## src/rtl/mssp_pkg.sv

```systemverilog
// ----------------------------------------------------------------------------
// mssp_pkg: shared definitions for the multi-stack shared pool
// Default sizes, command and status codes and the control state type.
// ----------------------------------------------------------------------------
package mssp_pkg;

    localparam int DEF_POOL_SLOTS  = 64;
    localparam int DEF_STACK_COUNT = 4;

    localparam int CMD_W    = 1;
    localparam int SEL_IN_W = 2;
    localparam int DATA_W   = 32;
    localparam int STATUS_W = 2;

    typedef logic [CMD_W-1:0]    cmd_t;
    typedef logic [SEL_IN_W-1:0] sel_t;
    typedef logic [DATA_W-1:0]   data_t;
    typedef logic [STATUS_W-1:0] status_t;

    localparam cmd_t CMD_PUSH = 1'b0;
    localparam cmd_t CMD_POP  = 1'b1;

    localparam status_t STATUS_DONE  = 2'd0;
    localparam status_t STATUS_FULL  = 2'd1;
    localparam status_t STATUS_EMPTY = 2'd2;

    typedef enum logic
    {
        ST_IDLE,
        ST_EXEC
    } state_t;

endpackage

```

## src/rtl/mssp_cmd_if.sv

```systemverilog
// ----------------------------------------------------------------------------
// mssp_cmd_if: command channel of the multi-stack shared pool
// Carries one push or pop request per transfer.
// ----------------------------------------------------------------------------
interface mssp_cmd_if;
    import mssp_pkg::*;

    logic          valid;
    logic          ready;
    cmd_t          command;
    sel_t          stack_sel;
    logic signed [DATA_W-1:0] push_value;

    modport source (output valid, output command, output stack_sel, output push_value,
                    input ready);
    modport sink   (input valid, input command, input stack_sel, input push_value,
                    output ready);
endinterface

```

## src/rtl/mssp_rsp_if.sv

```systemverilog
// ----------------------------------------------------------------------------
// mssp_rsp_if: response channel of the multi-stack shared pool
// Carries one status and popped value per transfer.
// ----------------------------------------------------------------------------
interface mssp_rsp_if;
    import mssp_pkg::*;

    logic          valid;
    logic          ready;
    status_t       status;
    logic signed [DATA_W-1:0] pop_value;

    modport source (output valid, output status, output pop_value, input ready);
    modport sink   (input valid, input status, input pop_value, output ready);
endinterface

```

## src/rtl/multi_stack_shared_pool.sv

```systemverilog
// ----------------------------------------------------------------------------
// multi_stack_shared_pool: several LIFO stacks sharing one slot pool
// Each request on the cmd channel pushes a word onto, or pops a word from,
// one of STACK_COUNT stacks. Free slots are kept on a linked free list.
// Every request gives exactly one response on the rsp channel: status
// (done, pool full on push, stack empty on pop) and the popped word, which
// is zero for pushes and refused pops.
// A request runs through ST_IDLE and ST_EXEC: the slot's link and data are
// read from synchronous RAM as the request is accepted in ST_IDLE, and the
// links, tops and free head are written back in ST_EXEC. One request is in
// flight at a time, so no new request is accepted until the previous one
// leaves ST_EXEC, which is also when its response enters the rsp register.
// The rsp register lets a request be accepted while the previous response
// still waits; if the receiver stalls, the block holds in ST_EXEC until the
// register is free and accepts nothing new.
// After reset every stack is empty and all slots are free in index order.
// No clearing pass is needed: a fill mark tracks which slots have never
// been linked, and those read as chained to the next index.
// ----------------------------------------------------------------------------
module multi_stack_shared_pool #(
    parameter int POOL_SLOTS  = mssp_pkg::DEF_POOL_SLOTS,
    parameter int STACK_COUNT = mssp_pkg::DEF_STACK_COUNT
) (
    input  logic clk,
    input  logic rst_n,
    mssp_cmd_if.sink   cmd,
    mssp_rsp_if.source rsp
);
    import mssp_pkg::*;

    localparam int PTR_W  = $clog2(POOL_SLOTS + 1);
    localparam int ADDR_W = $clog2(POOL_SLOTS);
    localparam int SEL_W  = (STACK_COUNT > 1) ? $clog2(STACK_COUNT) : 1;
    localparam logic [PTR_W-1:0] PTR_NULL = PTR_W'(POOL_SLOTS);

    state_t state_reg, state_next;

    logic [PTR_W-1:0] stack_top_reg [STACK_COUNT];
    logic [PTR_W-1:0] free_head_reg, free_head_next;
    logic [PTR_W-1:0] fill_reg, fill_next;

    cmd_t             op_cmd_reg;
    logic [SEL_W-1:0] op_idx_reg;
    data_t            op_val_reg;
    logic [PTR_W-1:0] op_slot_reg;
    logic             op_ok_reg;
    logic             op_fresh_reg;
    status_t          op_status_reg;

    logic    rsp_valid_reg, rsp_valid_next;
    status_t rsp_status_reg;
    data_t   rsp_value_reg;

    logic             cmd_ready;
    logic             cmd_xfer;
    logic             exec_done;
    logic [31:0]      sel_wide;
    logic             sel_ok;
    logic [SEL_W-1:0] sel_idx;
    logic [PTR_W-1:0] top_sel;
    logic [PTR_W-1:0] tgt_ptr;
    logic             tgt_ok;
    status_t          tgt_status;

    logic              link_we;
    logic [PTR_W-1:0]  link_wdata;
    logic [PTR_W-1:0]  link_rdata;
    logic              data_we;
    data_t             data_rdata;

    // Next state.
    always_comb
    begin
        state_next = state_reg;
        case (state_reg)
            ST_IDLE:
            begin
                if (cmd_xfer)
                begin
                    state_next = ST_EXEC;
                end
            end
            ST_EXEC:
            begin
                if (exec_done)
                begin
                    state_next = ST_IDLE;
                end
            end
            default:
            begin
                state_next = ST_IDLE;
            end
        endcase
    end

    // State outputs.
    always_comb
    begin
        cmd_ready = 1'b0;
        exec_done = 1'b0;
        case (state_reg)
            ST_IDLE:
            begin
                cmd_ready = 1'b1;
            end
            ST_EXEC:
            begin
                exec_done = !rsp_valid_reg || rsp.ready;
            end
            default:
            begin
                cmd_ready = 1'b0;
            end
        endcase
    end

    assign cmd.ready = cmd_ready;
    assign cmd_xfer  = cmd.valid && cmd_ready;

    // Request decode from the registered stack state.
    always_comb
    begin
        sel_wide = 32'(cmd.stack_sel);
        sel_ok   = sel_wide < 32'(STACK_COUNT);
        sel_idx  = sel_wide[SEL_W-1:0];
        top_sel  = sel_ok ? stack_top_reg[sel_idx] : PTR_NULL;
        tgt_ptr  = (cmd.command == CMD_PUSH) ? free_head_reg : top_sel;
        tgt_ok   = sel_ok && (tgt_ptr < PTR_NULL);
        if (tgt_ok)
        begin
            tgt_status = STATUS_DONE;
        end
        else if (cmd.command == CMD_PUSH)
        begin
            tgt_status = STATUS_FULL;
        end
        else
        begin
            tgt_status = STATUS_EMPTY;
        end
    end

    mssp_ram #(
        .WIDTH (PTR_W),
        .DEPTH (POOL_SLOTS)
    ) u_link_ram (
        .clk   (clk),
        .we    (link_we),
        .waddr (op_slot_reg[ADDR_W-1:0]),
        .wdata (link_wdata),
        .re    (cmd_xfer && tgt_ok),
        .raddr (tgt_ptr[ADDR_W-1:0]),
        .rdata (link_rdata)
    );

    mssp_ram #(
        .WIDTH (DATA_W),
        .DEPTH (POOL_SLOTS)
    ) u_data_ram (
        .clk   (clk),
        .we    (data_we),
        .waddr (op_slot_reg[ADDR_W-1:0]),
        .wdata (op_val_reg),
        .re    (cmd_xfer && tgt_ok && (cmd.command == CMD_POP)),
        .raddr (tgt_ptr[ADDR_W-1:0]),
        .rdata (data_rdata)
    );

    // Write-back in ST_EXEC, once the response register is free.
    always_comb
    begin
        link_we        = exec_done && op_ok_reg;
        data_we        = exec_done && op_ok_reg && (op_cmd_reg == CMD_PUSH);
        free_head_next = free_head_reg;
        fill_next      = fill_reg;
        if (op_cmd_reg == CMD_PUSH)
        begin
            link_wdata = stack_top_reg[op_idx_reg];
            // A slot at or past the fill mark was never linked and still chains to
            // the next index, so its stored link is not used.
            if (op_fresh_reg)
            begin
                free_head_next = op_slot_reg + PTR_W'(1);
                fill_next      = fill_reg + PTR_W'(1);
            end
            else
            begin
                free_head_next = link_rdata;
            end
        end
        else
        begin
            link_wdata     = free_head_reg;
            free_head_next = op_slot_reg;
        end
    end

    always_ff @(posedge clk or negedge rst_n)
    begin
        if (!rst_n)
        begin
            state_reg     <= ST_IDLE;
            free_head_reg <= '0;
            fill_reg      <= '0;
            rsp_valid_reg <= 1'b0;
            for (int i = 0; i < STACK_COUNT; i++)
            begin
                stack_top_reg[i] <= PTR_NULL;
            end
        end
        else
        begin
            state_reg     <= state_next;
            rsp_valid_reg <= rsp_valid_next;
            if (exec_done && op_ok_reg)
            begin
                free_head_reg <= free_head_next;
                fill_reg      <= fill_next;
                if (op_cmd_reg == CMD_PUSH)
                begin
                    stack_top_reg[op_idx_reg] <= op_slot_reg;
                end
                else
                begin
                    stack_top_reg[op_idx_reg] <= link_rdata;
                end
            end
        end
    end

    // Request capture and response payload.
    always_ff @(posedge clk)
    begin
        if (cmd_xfer)
        begin
            op_cmd_reg    <= cmd.command;
            op_idx_reg    <= sel_idx;
            op_val_reg    <= cmd.push_value;
            op_slot_reg   <= tgt_ptr;
            op_ok_reg     <= tgt_ok;
            op_fresh_reg  <= tgt_ptr >= fill_reg;
            op_status_reg <= tgt_status;
        end
        if (exec_done)
        begin
            rsp_status_reg <= op_status_reg;
            if (op_ok_reg && (op_cmd_reg == CMD_POP))
            begin
                rsp_value_reg <= data_rdata;
            end
            else
            begin
                rsp_value_reg <= '0;
            end
        end
    end

    always_comb
    begin
        if (exec_done)
        begin
            rsp_valid_next = 1'b1;
        end
        else if (rsp.ready)
        begin
            rsp_valid_next = 1'b0;
        end
        else
        begin
            rsp_valid_next = rsp_valid_reg;
        end
    end

    assign rsp.valid     = rsp_valid_reg;
    assign rsp.status    = rsp_status_reg;
    assign rsp.pop_value = rsp_value_reg;
endmodule

```

## src/rtl/mssp_ram.sv

```systemverilog
// ----------------------------------------------------------------------------
// mssp_ram: simple dual-port RAM
// One write port and one read port with a registered read.
// ----------------------------------------------------------------------------
module mssp_ram #(
    parameter int WIDTH = 32,
    parameter int DEPTH = 64
) (
    input  logic                     clk,
    input  logic                     we,
    input  logic [$clog2(DEPTH)-1:0] waddr,
    input  logic [WIDTH-1:0]         wdata,
    input  logic                     re,
    input  logic [$clog2(DEPTH)-1:0] raddr,
    output logic [WIDTH-1:0]         rdata
);
    logic [WIDTH-1:0] mem [DEPTH];
    logic [WIDTH-1:0] rdata_reg;

    always_ff @(posedge clk)
    begin
        if (we)
        begin
            mem[waddr] <= wdata;
        end
        if (re)
        begin
            rdata_reg <= mem[raddr];
        end
    end

    assign rdata = rdata_reg;
endmodule

```

## src/flat_wrapper.sv

```systemverilog
// flat-port wrapper written by rule: the top's interface ports become plain ports
module multi_stack_shared_pool_flat import mssp_pkg::*;
#(
    parameter int POOL_SLOTS  = mssp_pkg::DEF_POOL_SLOTS,
    parameter int STACK_COUNT = mssp_pkg::DEF_STACK_COUNT
)
  (clk, rst_n, cmd_valid, cmd_command, cmd_stack_sel, cmd_push_value, cmd_ready, rsp_valid, rsp_status, rsp_pop_value, rsp_ready);
  mssp_cmd_if cmd_i ();
  mssp_rsp_if rsp_i ();
  input  logic clk;
  input  logic rst_n;
  input wire logic [$bits(cmd_i.valid)-1:0] cmd_valid;
  input wire logic [$bits(cmd_i.command)-1:0] cmd_command;
  input wire logic [$bits(cmd_i.stack_sel)-1:0] cmd_stack_sel;
  input wire logic [$bits(cmd_i.push_value)-1:0] cmd_push_value;
  output wire logic [$bits(cmd_i.ready)-1:0] cmd_ready;
  output wire logic [$bits(rsp_i.valid)-1:0] rsp_valid;
  output wire logic [$bits(rsp_i.status)-1:0] rsp_status;
  output wire logic [$bits(rsp_i.pop_value)-1:0] rsp_pop_value;
  input wire logic [$bits(rsp_i.ready)-1:0] rsp_ready;
  assign cmd_i.valid = cmd_valid;
  assign cmd_i.command = cmd_command;
  assign cmd_i.stack_sel = cmd_stack_sel;
  assign cmd_i.push_value = cmd_push_value;
  assign cmd_ready = cmd_i.ready;
  assign rsp_valid = rsp_i.valid;
  assign rsp_status = rsp_i.status;
  assign rsp_pop_value = rsp_i.pop_value;
  assign rsp_i.ready = rsp_ready;
  multi_stack_shared_pool #(.POOL_SLOTS(POOL_SLOTS), .STACK_COUNT(STACK_COUNT)) u_core (.clk(clk), .rst_n(rst_n), .cmd(cmd_i), .rsp(rsp_i));
endmodule
```

## config.mk

```make
export PLATFORM = sky130hd
export DESIGN_NAME = multi_stack_shared_pool_flat
export DESIGN_NICKNAME = d
export VERILOG_FILES = /design/src/rtl/mssp_pkg.sv /design/src/rtl/mssp_cmd_if.sv /design/src/rtl/mssp_rsp_if.sv /design/src/rtl/multi_stack_shared_pool.sv /design/src/rtl/mssp_ram.sv /design/src/flat_wrapper.sv
export SDC_FILE = /design/constraint.sdc
export NUM_CORES = 2
export LEC_CHECK = 0
export ABC_AREA = 1
export BUFFER_PORTS_ARGS = -buffer_cell sky130_fd_sc_hd__buf_2
export CORE_MARGIN = 1
export CORE_UTILIZATION = 50
export CTS_CLUSTER_DIAMETER = 30
export DETAILED_ROUTE_END_ITERATION = 7
export PLACE_DENSITY = 0.76
export RECOVER_POWER = 50
export SYNTH_ARGS = -nofsm -noshare
export SYNTH_HDL_FRONTEND = slang
export SYNTH_HIERARCHICAL = 1
export SYNTH_SLANG_ARGS = --single-unit
export TNS_END_PERCENT = 50
```

## constraint.sdc

```tcl
create_clock -name clk -period 12.6 [get_ports clk]
set_input_delay 0.63 -clock clk [delete_from_list [all_inputs] [get_ports clk]]
set_output_delay 0.63 -clock clk [all_outputs]
set_load 0.1 [all_outputs]
```

==> impl_results.md <==
- Reg with most FFs: u_core/u_data_ram/mem
- Antenna Nets Post-Route: 0
- CTS clk-pin slew, worst paths: 0.05 ns
- Remaining global-route overflow: 0
- Fraction of layout cells with a size suffix above 1: 10.2%
- Largest net degree at the start of global routing: 229
- Sw Share: 31.9%
- Peak supply drop: 0.343 mV
- Post-CTS setup buffer count: 0
- Final period utilization: 50.7%
- Int Pwr: 0.0200 W
- Final net count: 9,157
- CTS buffer count: 441
- IO Port Bufs: 74
- Post-synthesis sequential area ratio: 74.2%
- Mapped Cells: 8,961
- Syn_nets: 9,009
- Clk buf depth: 4
- Hold Path Class: input port to register
- Routed via count: 75,000
- Synth cell types: 29
- Total GRT Usage: 27.5%
- Pre-CTS setup slack: 6.36 ns
- Row count: 169
- Setup Skew: 0.104 ns
- # Max-Cap Violations: 46
- Max-slew violation count: 2,838
- Slew margin rel.: -153%
- Warnings, synthesis: 6
- Critical path peak fanout: 71
- Failing checks: capacitance limit, slew limit
- Final Hold Fails: 0
- Initial DRC count: 11,900
- GPL Wtd Cong: 0.838
- Status: finished, violations left
- Worst-Margin Slew: 3.80 ns
- Synth top area cells: edfxtp_1 (73%), nand3_1 (11%), nand2_1 (11%), buf_2 (1.6%), dfrtp_1 (0.93%)
- Synthesized area per cell: 12.0 µm²
- Combinational power share: 22.4%
- Area delta synth->final: 17.2%
- Largest regs: u_core/u_data_ram/mem: 2048 flops, u_core/u_link_ram/mem: 448 flops
- Net Sw Power: 0.00935 W
- First-pass iteration count of the detailed router: 7
- Per-cell routed wire length: 24.7 µm
- Worst Setup Start Kind: input port
- Crit path time final: 6.38 ns
- Register bit total from synthesis: 2,659
- Largest register FFs: 2,048
- First-pass GRT wire length: 446,000 µm
- Initial Utilization: 50.5%
- Cell taking the most area after synthesis: edfxtp_1
- CP Capture Type: register
- CTS tree: built
- Syn Std Cell Area: 107,000 µm²
- # fillers: 15,400
- Setup TNS Final: 0 ns
- Synth top area share: 73.1%
- Crit path DAT: 7.18 ns
- Power per cell area: 233 nW/µm²
- Initial antenna violation count: 14
- Clock power share: 42.5%
- Fmax: 157 MHz
- Number of global-route vias before repair: 73,400
- # DRC: 0
- Final count of negative-setup-slack endpoints: 0
- Final Routed Wirelength: 304,000 µm
- Via density: 6.10
- Leakage power figure: 45.2 nW
- Worst Setup Slack, final: 6.22 ns
- H-tree depth: 5
- Clock latency on the worst-skew pair: 1.00 ns
- CTS root buffer: clkbuf_16
- # clock sinks: 2,659
- RSZ-0062 raised after global routing: no
- Die width: 465 µm
- Worst EP required: 13.40 ns
- Sequential share of power: 35.2%
- DIE AREA: 217,000 µm²
- I/O Pins: 75
- Dpl hpwl: 146,000 µm
- Total core area: 213,000 µm²
- WS Path Type: input port to register
- DIE HEIGHT: 465 µm
metal layers:
layer	up-vias	GRT usage [%]	share of wire (%)	routed length [µm]
met1	35900	35.3	34	104000
li1	32200	-	-	-
met5	-	0	0.020	61
met3	1096	6.32	14	41900
met2	5807	43.2	46	140000
met4	10	15.4	5.9	17800
worst paths after layout:
kind	from	endpoint	slack, ns	depth (start not counted)
worst max-delay path	cmd_stack_sel[0]	u_core/u_data_ram/rdata[31]	6.22	13
worst min-delay path	cmd_valid	u_core/state_reg	0.03	3
worst max register to register	u_core/stack_top_reg[16]	u_core/u_data_ram/rdata[31]	6.26	14
worst min register to register	u_core/op_status_reg[1]	u_core/rsp.status[1]	0.43	0
max in group asynchronous	rst_n	u_core/free_head_reg[3]	10.08	2
min in group asynchronous	rst_n	u_core/fill_reg[4]	1.09	2
power by group through the flow:
stage,logic (W),clock network (W),registers (W)
4_1_cts,0.00639,0.0125,0.0103
3_3_place_gp,0.00613,0,0.0104
5_1_grt,0.00701,0.0129,0.0103
2_1_floorplan,0.00417,0,0.0106
3_5_place_dp,0.00627,0,0.0104
6_report,0.00657,0.0125,0.0103
synthesized netlist by cell type, drive strengths merged:
| library cell | instances |
|---|---|
| dfstp | 4 |
| nand4 | 30 |
| o211ai | 6 |
| nand3 | 2310 |
| xor2 | 4 |
| nor2 | 166 |
| ha | 9 |
| inv | 114 |
| o22ai | 1 |
| a21oi | 10 |
| o21ai | 61 |
| nor4 | 16 |
| clkbuf | 100 |
| edfxtp | 2615 |
| buf | 463 |
| xnor2 | 1 |
| o21a | 1 |
| nand2 | 3010 |
| dfrtp | 40 |
layout make-up:
| cell class | instances | area, µm² | share of cell area [%] |
|---|---|---|---|
| diodes | 6 | 15.0 | 0.0119 |
| clock buffers | 478 | 11300 | 8.98 |
| clock inverters | 322 | 4180 | 3.33 |
| inverters | 114 | 469 | 0.373 |
| multi-input cells | 5625 | 24900 | 19.8 |
| flip-flops and latches | 2659 | 79600 | 63.3 |
| well taps | 2821 | 3530 | 2.81 |
| repair buffers | 268 | 1790 | 1.42 |
cells in the final DEF (no fill, tap or decap), types with 41 or more instances in the layout:
master,n
nor2_4,58
clkinvlp_4,53
clkbuf_1,120
buf_4,116
nand3_1,2310
inv_1,102
o21ai_0,59
edfxtp_1,2615
clkinv_1,41
clkinv_2,63
clkbuf_16,446
nor2_1,108
nand2_1,3006
bufinv_16,85
timing repair:
action	4_1_cts	5_1_grt
hold buffers	33	0
endpoints found under the hold margin	72	0
resized for setup	0	0
critical path, stage by stage:
cell	delay [ns]
clkbuf_1	0.64
o21ai_0	0.19
o21ai_0	0.30
nand2_1	0.09
nand2_1	1.88
buf_4	0.98
buf_4	1.00
nand3_1	0.18
nand3_1	0.16
nand3_1	0.35
nand2_1	0.20
nand2_1	0.21
nand2_1	0.23
kinds of logic (layout without fill, tap and decap cells):
kind of cell    after synthesis  after routing  synth area share [%]
compound gates               79             79                 0.386
xor+xnor                      5              5                0.0408
fa+ha+maj                     9              9                 0.105
buf+inv                     677           1182                  3.08
flops                      2659           2659                  74.2
other cells                   0              6                     0
simple gates               5532           5532                  22.2
metrics by stage:
stage | std cells | util, % | total power [W] | cell area, µm² | hold slack [ns]
finish | 12300 | 59.1 | 0.0294 | 126000 | 0.0277
global route | 12300 | 59.1 | 0.0302 | 126000 | 0.0550
CTS | 12300 | 59.3 | 0.0292 | 126000 | 0.00469
detailed placement | 11500 | 51.8 | 0.0167 | 110000 | 0.406
global placement | 11500 | 51.8 | 0.0166 | 110000 | 0.414
floorplan | 8961 | - | 0.0147 | 107000 | 0.334
No activity file was read; power rests on OpenSTA's default activity.
